===== src/rtl/core/hkdr_pkg.sv =====
// shared types, codes and constants of the hex keypad data-ready controller
package hkdr_pkg;

  // event codes carried by the kind field
  localparam logic [2:0] KIND_KEY_DOWN  = 3'd0;
  localparam logic [2:0] KIND_KEY_UP    = 3'd1;
  localparam logic [2:0] KIND_TICK      = 3'd2;
  localparam logic [2:0] KIND_SET_MODE  = 3'd3;
  localparam logic [2:0] KIND_READ_DATA = 3'd4;
  localparam logic [2:0] KIND_READ_COIN = 3'd5;
  localparam logic [2:0] KIND_PRESET    = 3'd6;

  // keypad modes; the unused code behaves as byte mode
  localparam logic [1:0] MODE_HEX       = 2'd0;
  localparam logic [1:0] MODE_BYTE      = 2'd1;
  localparam logic [1:0] MODE_HEX_PULSE = 2'd2;

  // register indexes on the configuration port
  localparam logic [2:0] REG_KEY_MODE    = 3'd0;
  localparam logic [2:0] REG_DATA_MODE   = 3'd1;
  localparam logic [2:0] REG_DIRECT_MODE = 3'd2;
  localparam logic [2:0] REG_ARCADE      = 3'd3;
  localparam logic [2:0] REG_FLAG_INVERT = 3'd4;
  localparam logic [2:0] REG_HOLD_TICKS  = 3'd5;
  localparam logic [2:0] REG_PULSE_TICKS = 3'd6;

  localparam int unsigned ADDR_W = 5;
  localparam int unsigned DATA_W = 32;

  // reset values
  localparam logic [1:0]  RST_DATA_MODE   = 2'd1;
  localparam logic [1:0]  RST_DIRECT_MODE = 2'd2;
  localparam logic [15:0] RST_HOLD_TICKS  = 16'd20000;
  localparam logic [15:0] RST_PULSE_TICKS = 16'd2000;

  typedef struct packed {
    logic [1:0]  key_mode;
    logic [1:0]  data_mode_code;
    logic [1:0]  direct_mode_code;
    logic        arcade_enable;
    logic [2:0]  flag_invert;
    logic [15:0] hold_ticks;
    logic [15:0] pulse_ticks;
  } cfg_t;

  typedef struct packed {
    logic [2:0] kind;
    logic [3:0] key_index;
    logic       hex_key;
    logic       shift_key;
    logic       coin_key;
    logic [7:0] dir_mask;
    logic       fire_a_key;
    logic       fire_b_key;
    logic       still_held;
    logic [7:0] value;
  } item_t;

  typedef struct packed {
    logic       ef_data;
    logic       ef_fire_b;
    logic       ef_coin;
    logic [7:0] read_data;
    logic       dma_valid;
    logic [7:0] dma_data;
  } result_t;

endpackage


===== src/rtl/core/hkdr_cfg.sv =====
// configuration register file behind the apb-style port
module hkdr_cfg (
  input  logic                        clk,
  input  logic                        rst,
  input  logic                        psel,
  input  logic                        penable,
  input  logic                        pwrite,
  input  logic [hkdr_pkg::ADDR_W-1:0] paddr,
  input  logic [hkdr_pkg::DATA_W-1:0] pwdata,
  output logic [hkdr_pkg::DATA_W-1:0] prdata,
  output hkdr_pkg::cfg_t              cfg
);
  import hkdr_pkg::*;

  cfg_t       cfg_q;
  logic       wr_en;
  logic [2:0] reg_idx;

  assign reg_idx = paddr[ADDR_W-1:2];
  assign wr_en   = psel && penable && pwrite;

  always_ff @(posedge clk) begin
    if (rst) begin
      cfg_q.key_mode         <= MODE_HEX;
      cfg_q.data_mode_code   <= RST_DATA_MODE;
      cfg_q.direct_mode_code <= RST_DIRECT_MODE;
      cfg_q.arcade_enable    <= 1'b0;
      cfg_q.flag_invert      <= 3'd0;
      cfg_q.hold_ticks       <= RST_HOLD_TICKS;
      cfg_q.pulse_ticks      <= RST_PULSE_TICKS;
    end else if (wr_en) begin
      unique case (reg_idx)
        REG_KEY_MODE:    cfg_q.key_mode         <= pwdata[1:0];
        REG_DATA_MODE:   cfg_q.data_mode_code   <= pwdata[1:0];
        REG_DIRECT_MODE: cfg_q.direct_mode_code <= pwdata[1:0];
        REG_ARCADE:      cfg_q.arcade_enable    <= pwdata[0];
        REG_FLAG_INVERT: cfg_q.flag_invert      <= pwdata[2:0];
        REG_HOLD_TICKS:  cfg_q.hold_ticks       <= pwdata[15:0];
        REG_PULSE_TICKS: cfg_q.pulse_ticks      <= pwdata[15:0];
        default: ;
      endcase
    end
  end

  always_comb begin
    prdata = '0;
    unique case (reg_idx)
      REG_KEY_MODE:    prdata = {30'd0, cfg_q.key_mode};
      REG_DATA_MODE:   prdata = {30'd0, cfg_q.data_mode_code};
      REG_DIRECT_MODE: prdata = {30'd0, cfg_q.direct_mode_code};
      REG_ARCADE:      prdata = {31'd0, cfg_q.arcade_enable};
      REG_FLAG_INVERT: prdata = {29'd0, cfg_q.flag_invert};
      REG_HOLD_TICKS:  prdata = {16'd0, cfg_q.hold_ticks};
      REG_PULSE_TICKS: prdata = {16'd0, cfg_q.pulse_ticks};
      default:         prdata = '0;
    endcase
  end

  assign cfg = cfg_q;

endmodule


===== src/rtl/core/hkdr_engine.sv =====
// keypad state registers and the per-event update and flag logic
module hkdr_engine (
  input  logic              clk,
  input  logic              rst,
  input  logic              fire,
  input  hkdr_pkg::cfg_t    cfg,
  input  hkdr_pkg::item_t   item,
  output hkdr_pkg::result_t res
);
  import hkdr_pkg::*;

  logic        shift_held, shift_held_next;
  logic [7:0]  key_value, key_value_next;
  logic        ready_flag_n, ready_flag_n_next;
  logic        low_nybble_next, low_nybble_next_next;
  logic        held_valid, held_valid_next;
  logic [15:0] countdown, countdown_next;
  logic [1:0]  port_mode, port_mode_next;
  logic [7:0]  dir_bits, dir_bits_next;
  logic        fire_a_n, fire_a_n_next;
  logic        fire_b_n, fire_b_n_next;
  logic        coin_n, coin_n_next;

  always_comb begin
    logic        direct;
    logic        hex_like;
    logic [7:0]  rd;
    logic        dv;
    logic [7:0]  dd;
    direct   = (port_mode == cfg.direct_mode_code);
    hex_like = (cfg.key_mode == MODE_HEX) || (cfg.key_mode == MODE_HEX_PULSE);
    rd = '0;
    dv = 1'b0;
    dd = '0;
    shift_held_next      = shift_held;
    key_value_next       = key_value;
    ready_flag_n_next    = ready_flag_n;
    low_nybble_next_next = low_nybble_next;
    held_valid_next      = held_valid;
    countdown_next       = countdown;
    port_mode_next       = port_mode;
    dir_bits_next        = dir_bits;
    fire_a_n_next        = fire_a_n;
    fire_b_n_next        = fire_b_n;
    coin_n_next          = coin_n;

    unique case (item.kind)
      KIND_KEY_DOWN: begin
        if (item.shift_key) begin
          shift_held_next = 1'b1;
        end
        if (item.hex_key) begin
          held_valid_next = 1'b1;
          countdown_next = (cfg.key_mode == MODE_HEX_PULSE) ? cfg.pulse_ticks
                                                             : cfg.hold_ticks;
          if (hex_like) begin
            if (direct) begin
              dv = 1'b1;
              dd = {3'd0, shift_held_next, item.key_index};
            end else begin
              key_value_next    = {3'd0, shift_held_next, item.key_index};
              ready_flag_n_next = 1'b0;
            end
          end else if (!low_nybble_next) begin
            low_nybble_next_next = 1'b1;
            key_value_next       = {item.key_index, 4'd0};
          end else begin
            low_nybble_next_next = 1'b0;
            if (direct) begin
              dv = 1'b1;
              dd = key_value | {4'd0, item.key_index};
            end else begin
              key_value_next    = key_value | {4'd0, item.key_index};
              ready_flag_n_next = 1'b0;
            end
          end
        end
        // mark dropped while no data is pending
        if (ready_flag_n_next) begin
          held_valid_next = 1'b0;
        end
        if (cfg.arcade_enable) begin
          if (item.coin_key) begin
            coin_n_next = 1'b0;
          end
          dir_bits_next = dir_bits | item.dir_mask;
          if (item.fire_a_key) begin
            fire_a_n_next = 1'b0;
          end
          if (item.fire_b_key) begin
            fire_b_n_next = 1'b0;
          end
        end
      end
      KIND_KEY_UP: begin
        if (item.shift_key) begin
          shift_held_next = 1'b0;
        end else begin
          ready_flag_n_next = 1'b1;
        end
        if (cfg.arcade_enable) begin
          dir_bits_next = dir_bits & ~item.dir_mask;
          if (item.fire_a_key) begin
            fire_a_n_next = 1'b1;
          end
          if (item.fire_b_key) begin
            fire_b_n_next = 1'b1;
          end
        end
      end
      KIND_TICK: begin
        if (countdown != 16'd0) begin
          countdown_next = countdown - 16'd1;
        end else if (cfg.key_mode == MODE_HEX_PULSE) begin
          ready_flag_n_next = 1'b1;
          countdown_next    = cfg.pulse_ticks;
        end else if (held_valid) begin
          ready_flag_n_next = !item.still_held;
          countdown_next    = cfg.hold_ticks;
        end
      end
      KIND_SET_MODE: begin
        port_mode_next = item.value[1:0];
      end
      KIND_READ_DATA: begin
        ready_flag_n_next = 1'b1;
        rd = key_value;
      end
      KIND_READ_COIN: begin
        coin_n_next = 1'b1;
        rd = dir_bits;
      end
      KIND_PRESET: begin
        key_value_next    = item.value;
        ready_flag_n_next = 1'b0;
      end
      default: ;
    endcase

    if (port_mode_next == cfg.data_mode_code) begin
      res.ef_data = ready_flag_n_next ^ cfg.flag_invert[0];
    end else if (cfg.arcade_enable) begin
      res.ef_data = fire_a_n_next ^ cfg.flag_invert[0];
    end else begin
      res.ef_data = 1'b1;
    end
    res.ef_fire_b = cfg.arcade_enable ? (fire_b_n_next ^ cfg.flag_invert[1]) : 1'b1;
    res.ef_coin   = coin_n_next ^ cfg.flag_invert[2];
    res.read_data = rd;
    res.dma_valid = dv;
    res.dma_data  = dd;
  end

  always_ff @(posedge clk) begin
    if (rst) begin
      shift_held      <= 1'b0;
      key_value       <= 8'd0;
      ready_flag_n    <= 1'b1;
      low_nybble_next <= 1'b0;
      held_valid      <= 1'b0;
      countdown       <= RST_HOLD_TICKS;
      port_mode       <= 2'd0;
      dir_bits        <= 8'd0;
      fire_a_n        <= 1'b1;
      fire_b_n        <= 1'b1;
      coin_n          <= 1'b1;
    end else if (fire) begin
      shift_held      <= shift_held_next;
      key_value       <= key_value_next;
      ready_flag_n    <= ready_flag_n_next;
      low_nybble_next <= low_nybble_next_next;
      held_valid      <= held_valid_next;
      countdown       <= countdown_next;
      port_mode       <= port_mode_next;
      dir_bits        <= dir_bits_next;
      fire_a_n        <= fire_a_n_next;
      fire_b_n        <= fire_b_n_next;
      coin_n          <= coin_n_next;
    end
  end

endmodule


===== src/rtl/core/hex_keypad_data_ready_controller_top.sv =====
// top level of the hex keypad data-ready controller: handshakes, stage registers, config
// The controller takes one keypad event per transaction and returns one result
// per event: the three EF flags after inversion, the read data byte and the
// direct (DMA) key output. An accepted event is registered in the input stage,
// where the state update and flag logic run, and its result is then held in an
// output register until taken. Result valid is set when the event leaves the
// input stage, which can wait while the output register is still full, and a
// new event can be accepted every cycle; item_ready only drops when the input
// stage is full and the output register is still waiting on result_ready.
// Configuration is an apb-style register port with seven 32-bit
// registers at byte addresses 0 to 24; pready is always high, and registers
// should only be written while no event is in flight.
module hex_keypad_data_ready_controller_top (
  input  logic                        clk,
  input  logic                        rst,
  // event channel
  input  logic                        item_valid,
  output logic                        item_ready,
  input  logic [2:0]                  kind,
  input  logic [3:0]                  key_index,
  input  logic                        hex_key,
  input  logic                        shift_key,
  input  logic                        coin_key,
  input  logic [7:0]                  dir_mask,
  input  logic                        fire_a_key,
  input  logic                        fire_b_key,
  input  logic                        still_held,
  input  logic [7:0]                  value,
  // result channel
  output logic                        result_valid,
  input  logic                        result_ready,
  output logic                        ef_data,
  output logic                        ef_fire_b,
  output logic                        ef_coin,
  output logic [7:0]                  read_data,
  output logic                        dma_valid,
  output logic [7:0]                  dma_data,
  // configuration port
  input  logic                        psel,
  input  logic                        penable,
  input  logic                        pwrite,
  input  logic [hkdr_pkg::ADDR_W-1:0] paddr,
  input  logic [hkdr_pkg::DATA_W-1:0] pwdata,
  output logic [hkdr_pkg::DATA_W-1:0] prdata,
  output logic                        pready
);
  import hkdr_pkg::*;

  cfg_t    cfg;
  item_t   stage_item;
  logic    stage_valid;
  result_t stage_res;
  result_t out_res;
  logic    advance;
  logic    item_take;

  assign pready = 1'b1;

  hkdr_cfg u_cfg (
    .clk     (clk),
    .rst     (rst),
    .psel    (psel),
    .penable (penable),
    .pwrite  (pwrite),
    .paddr   (paddr),
    .pwdata  (pwdata),
    .prdata  (prdata),
    .cfg     (cfg)
  );

  // input stage moves on when the output register is free or being emptied
  assign advance    = stage_valid && (!result_valid || result_ready);
  assign item_ready = !stage_valid || advance;
  assign item_take  = item_valid && item_ready;

  always_ff @(posedge clk) begin
    if (rst) begin
      stage_valid <= 1'b0;
    end else if (item_take) begin
      stage_valid <= 1'b1;
    end else if (advance) begin
      stage_valid <= 1'b0;
    end
  end

  // payload of the input stage, no reset needed
  always_ff @(posedge clk) begin
    if (item_take) begin
      stage_item.kind       <= kind;
      stage_item.key_index  <= key_index;
      stage_item.hex_key    <= hex_key;
      stage_item.shift_key  <= shift_key;
      stage_item.coin_key   <= coin_key;
      stage_item.dir_mask   <= dir_mask;
      stage_item.fire_a_key <= fire_a_key;
      stage_item.fire_b_key <= fire_b_key;
      stage_item.still_held <= still_held;
      stage_item.value      <= value;
    end
  end

  // state update happens exactly when the event leaves the input stage
  hkdr_engine u_engine (
    .clk  (clk),
    .rst  (rst),
    .fire (advance),
    .cfg  (cfg),
    .item (stage_item),
    .res  (stage_res)
  );

  // output register
  always_ff @(posedge clk) begin
    if (rst) begin
      result_valid <= 1'b0;
    end else if (advance) begin
      result_valid <= 1'b1;
    end else if (result_ready) begin
      result_valid <= 1'b0;
    end
  end

  always_ff @(posedge clk) begin
    if (advance) begin
      out_res <= stage_res;
    end
  end

  assign ef_data   = out_res.ef_data;
  assign ef_fire_b = out_res.ef_fire_b;
  assign ef_coin   = out_res.ef_coin;
  assign read_data = out_res.read_data;
  assign dma_valid = out_res.dma_valid;
  assign dma_data  = out_res.dma_data;

`ifndef SYNTHESIS
  // an accepted event always lands in the input stage
  a_take_fills_stage: assert property (@(posedge clk) disable iff (rst)
    item_take |=> stage_valid)
    else $error("accepted transaction missing from input stage");

  // a blocked input stage keeps its event
  a_stage_holds: assert property (@(posedge clk) disable iff (rst)
    (stage_valid && !advance) |=> (stage_valid && $stable(stage_item)))
    else $error("input stage lost a blocked transaction");

  // no dma payload without dma valid
  a_dma_clean: assert property (@(posedge clk) disable iff (rst)
    (result_valid && !dma_valid) |-> (dma_data == 8'd0))
    else $error("dma data set without dma valid");

  // nothing is in flight right after reset
  a_reset_empty: assert property (@(posedge clk)
    rst |=> (!stage_valid && !result_valid))
    else $error("pipeline not empty after reset");
`endif

endmodule


===== config.mk =====
export PLATFORM = sky130hd
export DESIGN_NAME = hex_keypad_data_ready_controller_top
export DESIGN_NICKNAME = d
export VERILOG_FILES = /design/src/rtl/core/hkdr_pkg.sv /design/src/rtl/core/hkdr_cfg.sv /design/src/rtl/core/hkdr_engine.sv /design/src/rtl/core/hex_keypad_data_ready_controller_top.sv
export SDC_FILE = /design/constraint.sdc
export NUM_CORES = 1
export LEC_CHECK = 0
export BUFFER_PORTS_ARGS = -buffer_cell sky130_fd_sc_hd__buf_2
export CORE_ASPECT_RATIO = 1.4
export CORE_MARGIN = 4
export CORE_UTILIZATION = 55
export DETAILED_ROUTE_END_ITERATION = 12
export PLACE_DENSITY = 0.8
export SLEW_MARGIN = 20
export SYNTH_ARGS = -nofsm -noshare
export SYNTH_HDL_FRONTEND = slang
export SYNTH_SLANG_ARGS = --single-unit

===== constraint.sdc =====
create_clock -name clk -period 2.5 [get_ports clk]
set_clock_uncertainty 0.15 [all_clocks]
set_input_delay 0.25 -clock clk [delete_from_list [all_inputs] [get_ports clk]]
set_output_delay 0.25 -clock clk [all_outputs]
set_load 0.02 [all_outputs]

==> flow_metrics.tcl <==
set metrics [dict create \
    path_max_fanout 11 \
    ys_seq_area_frac 0.509 \
    drt-total-wl_mm 16.4 \
    first_pass_iters 4 \
    avgRoutedWirePerCell_um 16.5 \
    instances_no_fill 989 \
    maxClockFrequency_mhz 433 \
    die_y_um 134 \
    dp_hpwl_mm 11.0 \
    ff2ff_setup_slack_ns 0.19 \
    synth_edf_count 49 \
    clockBufferDepth 2 \
    synth_top_area_frac 0.273 \
    cts_tree "built" \
    peakVddDrop_mv 0.473 \
    grt_pass1_wl_mm 26.4 \
    pwr_density_cell_mw_per_mm2 680 \
    pin_count 128 \
    die-width_um 98.0 \
    rr_worst_depth 6 \
    preCtsSetupSlack_ns 0.123 \
    initial_utilization 0.568 \
    start_kind "register" \
    netlist_instances 698 \
    placed_cell_area_sq_mm 0.00681 \
    diodes 0 \
    yosysMostFrequentCell "nand2_1" \
    vias 5589 \
    crit_type "register to register" \
    yosysTopAreaCell "dfxtp_1" \
    cts_setup_buffers 0 \
    period_minus_slack_ns 2.31 \
    grt_start_max_net_pins 65 \
    cp-startpoint "stage_item[28]$_DFFE_PP_" \
    synth_common_cells "nand2_1, dfxtp_1, nor2_1, a21oi_1, edfxtp_1" \
    drtIter0Drc 319 \
    worstPathArrival_ns 2.47 \
    max_slew.worst_pin.slew_ns 0.731 \
    drtAntennaViolNets 0 \
    finalMaxSlewViolations 0 \
    r2r_end "u_engine.key_value[5]$_SDFFE_PP0P_" \
    clock-sinks 134 \
    outcome "completed" \
    synthArstFlopShare 0 \
    drc_errors 0 \
    relSlewSlack 0.513 \
    ys_ff_latch 134 \
    worstPathRequired_ns 2.67 \
    finalSetupViolations 0 \
    hold_viol_final 0 \
    layout-drive-gt1-share 0.188 \
    maxCapViolCount 0 \
    antenna_found_initial 0 \
    viasPerCell 5.65 \
    grt_setup_unrepaired "no" \
    clkLatencyLatePin_ns 0.42 \
    cts_root_buffer "clkbuf_16" \
    cts_made_buffers 17 \
    ys.flop_type "dfxtp_1" \
    grt_use_total 0.254 \
    min_path_type "input pin to register" \
    core_sq_mm 0.0110 \
    holdWs_ns 0.0191 \
    fillers 792 \
    cellLeakagePower_nw 3.15 \
    yosysUniqueCellTypes 52 \
    io_buffers 92 \
    finalCritPeriodShare 0.923 \
    postSynthAreaPerCell_sq_um 8.94 \
    synth.area.top_cells "dfxtp_1, edfxtp_1, nand2_1" \
    yosys_warnings 0 \
    fin_area_sq_mm 0.00792 \
    dp_cells 911 \
    num_rows 45 \
    netlist_area_sq_mm 0.00624 \
    die_area_sq_mm 0.0131 \
    setup_ws_ns 0.192 \
    grt_overflow 0 \
    regToRegStartpoint "stage_item[28]$_DFFE_PP_" \
    gp_congestion 0.889 \
    tns_ns 0 \
    clk_pin_slew_ns 0.06 \
    end_kind "register" \
    num-nets-final 910 \
    area_delta_synth_final_pct 26.9 \
    htreeDepth 4 \
    endpoint "u_engine.key_value[5]$_SDFFE_PP0P_" \
    grt_pass1_vias 5554 \
]
## logic make-up (layout without fill, tap and decap cells)
logic type,count (synthesis),count (layout),share of synthesized area
flip-flops,134,134,0.509
AO/OA/AOI/OAI,142,142,0.140
multiplexers,30,30,0.0523
AND/OR/NAND/NOR,311,311,0.225
adder cells (fa/ha/maj),2,2,0.00401
other,2,17,0.00120
buffers and inverters,66,201,0.0537
XOR/XNOR,11,11,0.0154
## worst min path at each step
stage | start | end | slack (ns) | cells past startpoint
6_report | result_ready | result_valid$_SDFFE_PP0P_ | 0.02 | 4
4_1_cts | result_ready | result_valid$_SDFFE_PP0P_ | 0.005 | 4
3_3_place_gp | value[1] | stage_item[1]$_DFFE_PP_ | 0.28 | 1
2_1_floorplan | value[0] | stage_item[0]$_DFFE_PP_ | 0.20 | 0
5_1_grt | result_ready | result_valid$_SDFFE_PP0P_ | 0.05 | 4
3_5_place_dp | dir_mask[2] | stage_item[13]$_DFFE_PP_ | 0.28 | 1
## cell type report
| cell class | instances | area (sq um) | area share |
|---|---|---|---|
| Clock buffer | 23 | 531 | 0.0670 |
| Clock inverter | 9 | 108 | 0.0136 |
| Inverter | 9 | 33.8 | 0.00427 |
| Multi-Input combinational cell | 513 | 2800 | 0.353 |
| Sequential cell | 134 | 3170 | 0.401 |
| Tap cell | 141 | 176 | 0.0223 |
| Timing Repair Buffer | 160 | 1100 | 0.139 |
## per-layer routing
layer  vias to the layer above  wire length [um]  GRT usage
met4                         0               568      0.139
met5                         -                 0          0
met2                       240              8880      0.469
met1                      2596              5900      0.257
met3                        50              1010     0.0661
li1                       2703                 -          -
## layout by cell type (no fill, tap or decap), types with 24 or more instances in the layout
cell type,n
a21oi_1,64
edfxtp_1,49
buf_2,92
dlygate4sd3_1,46
dfxtp_1,85
mux2i_1,27
nand2_1,128
nand3_1,40
o21ai_0,24
nor2_1,76
## timing repair
item,in CTS,in global routing
gates resized for setup,0,2
hold endpoints to repair,63,0
setup endpoints to repair,0,10
hold buffers,46,0
## critical path: stages (launching register included)
cell	delay (ns)
edfxtp_1	0.55
nor3_1	0.39
o311ai_1	0.16
a21o_1	0.31
a31oi_4	0.29
nor2_1	0.07
a311oi_1	0.28
## state kept, by name, indices dropped and copies added, names as in the netlist, named ones only
| name | flops |
|---|---|
| dma_data | 8 |
| dma_valid | 1 |
| ef_coin | 1 |
| ef_data | 1 |
| ef_fire_b | 1 |
| read_data | 8 |
| result_valid | 1 |
| stage_item | 29 |
| stage_valid | 1 |
| u_cfg.cfg | 42 |
| u_engine.coin_n | 1 |
| u_engine.countdown | 16 |
| u_engine.fire_a_n | 1 |
| u_engine.fire_b_n | 1 |
| u_engine.held_valid | 1 |
| u_engine.key_value | 8 |
| u_engine.low_nybble_next | 1 |
| u_engine.port_mode | 2 |
| u_engine.ready_flag_n | 1 |
| u_engine.shift_held | 1 |
## through the flow
stage               utilization  total power [mW]
detailed placement        0.620              2.75
finish                    0.721              5.38
CTS                       0.720              5.40
global placement          0.620              2.74
floorplan                     -              2.63
global route              0.721              5.55
## report_power, final
| part | internal, mW | leakage (nW) | switching, mW | total (mW) |
|---|---|---|---|---|
| Combinational | 0.165 | 1.67 | 0.238 | 0.403 |
| Clock | 1.69 | 0.317 | 0.921 | 2.62 |
| Sequential | 2.32 | 1.16 | 0.0428 | 2.36 |
| Total | 4.18 | 3.15 | 1.20 | 5.38 |
No activity file was read; power rests on OpenSTA's default activity.
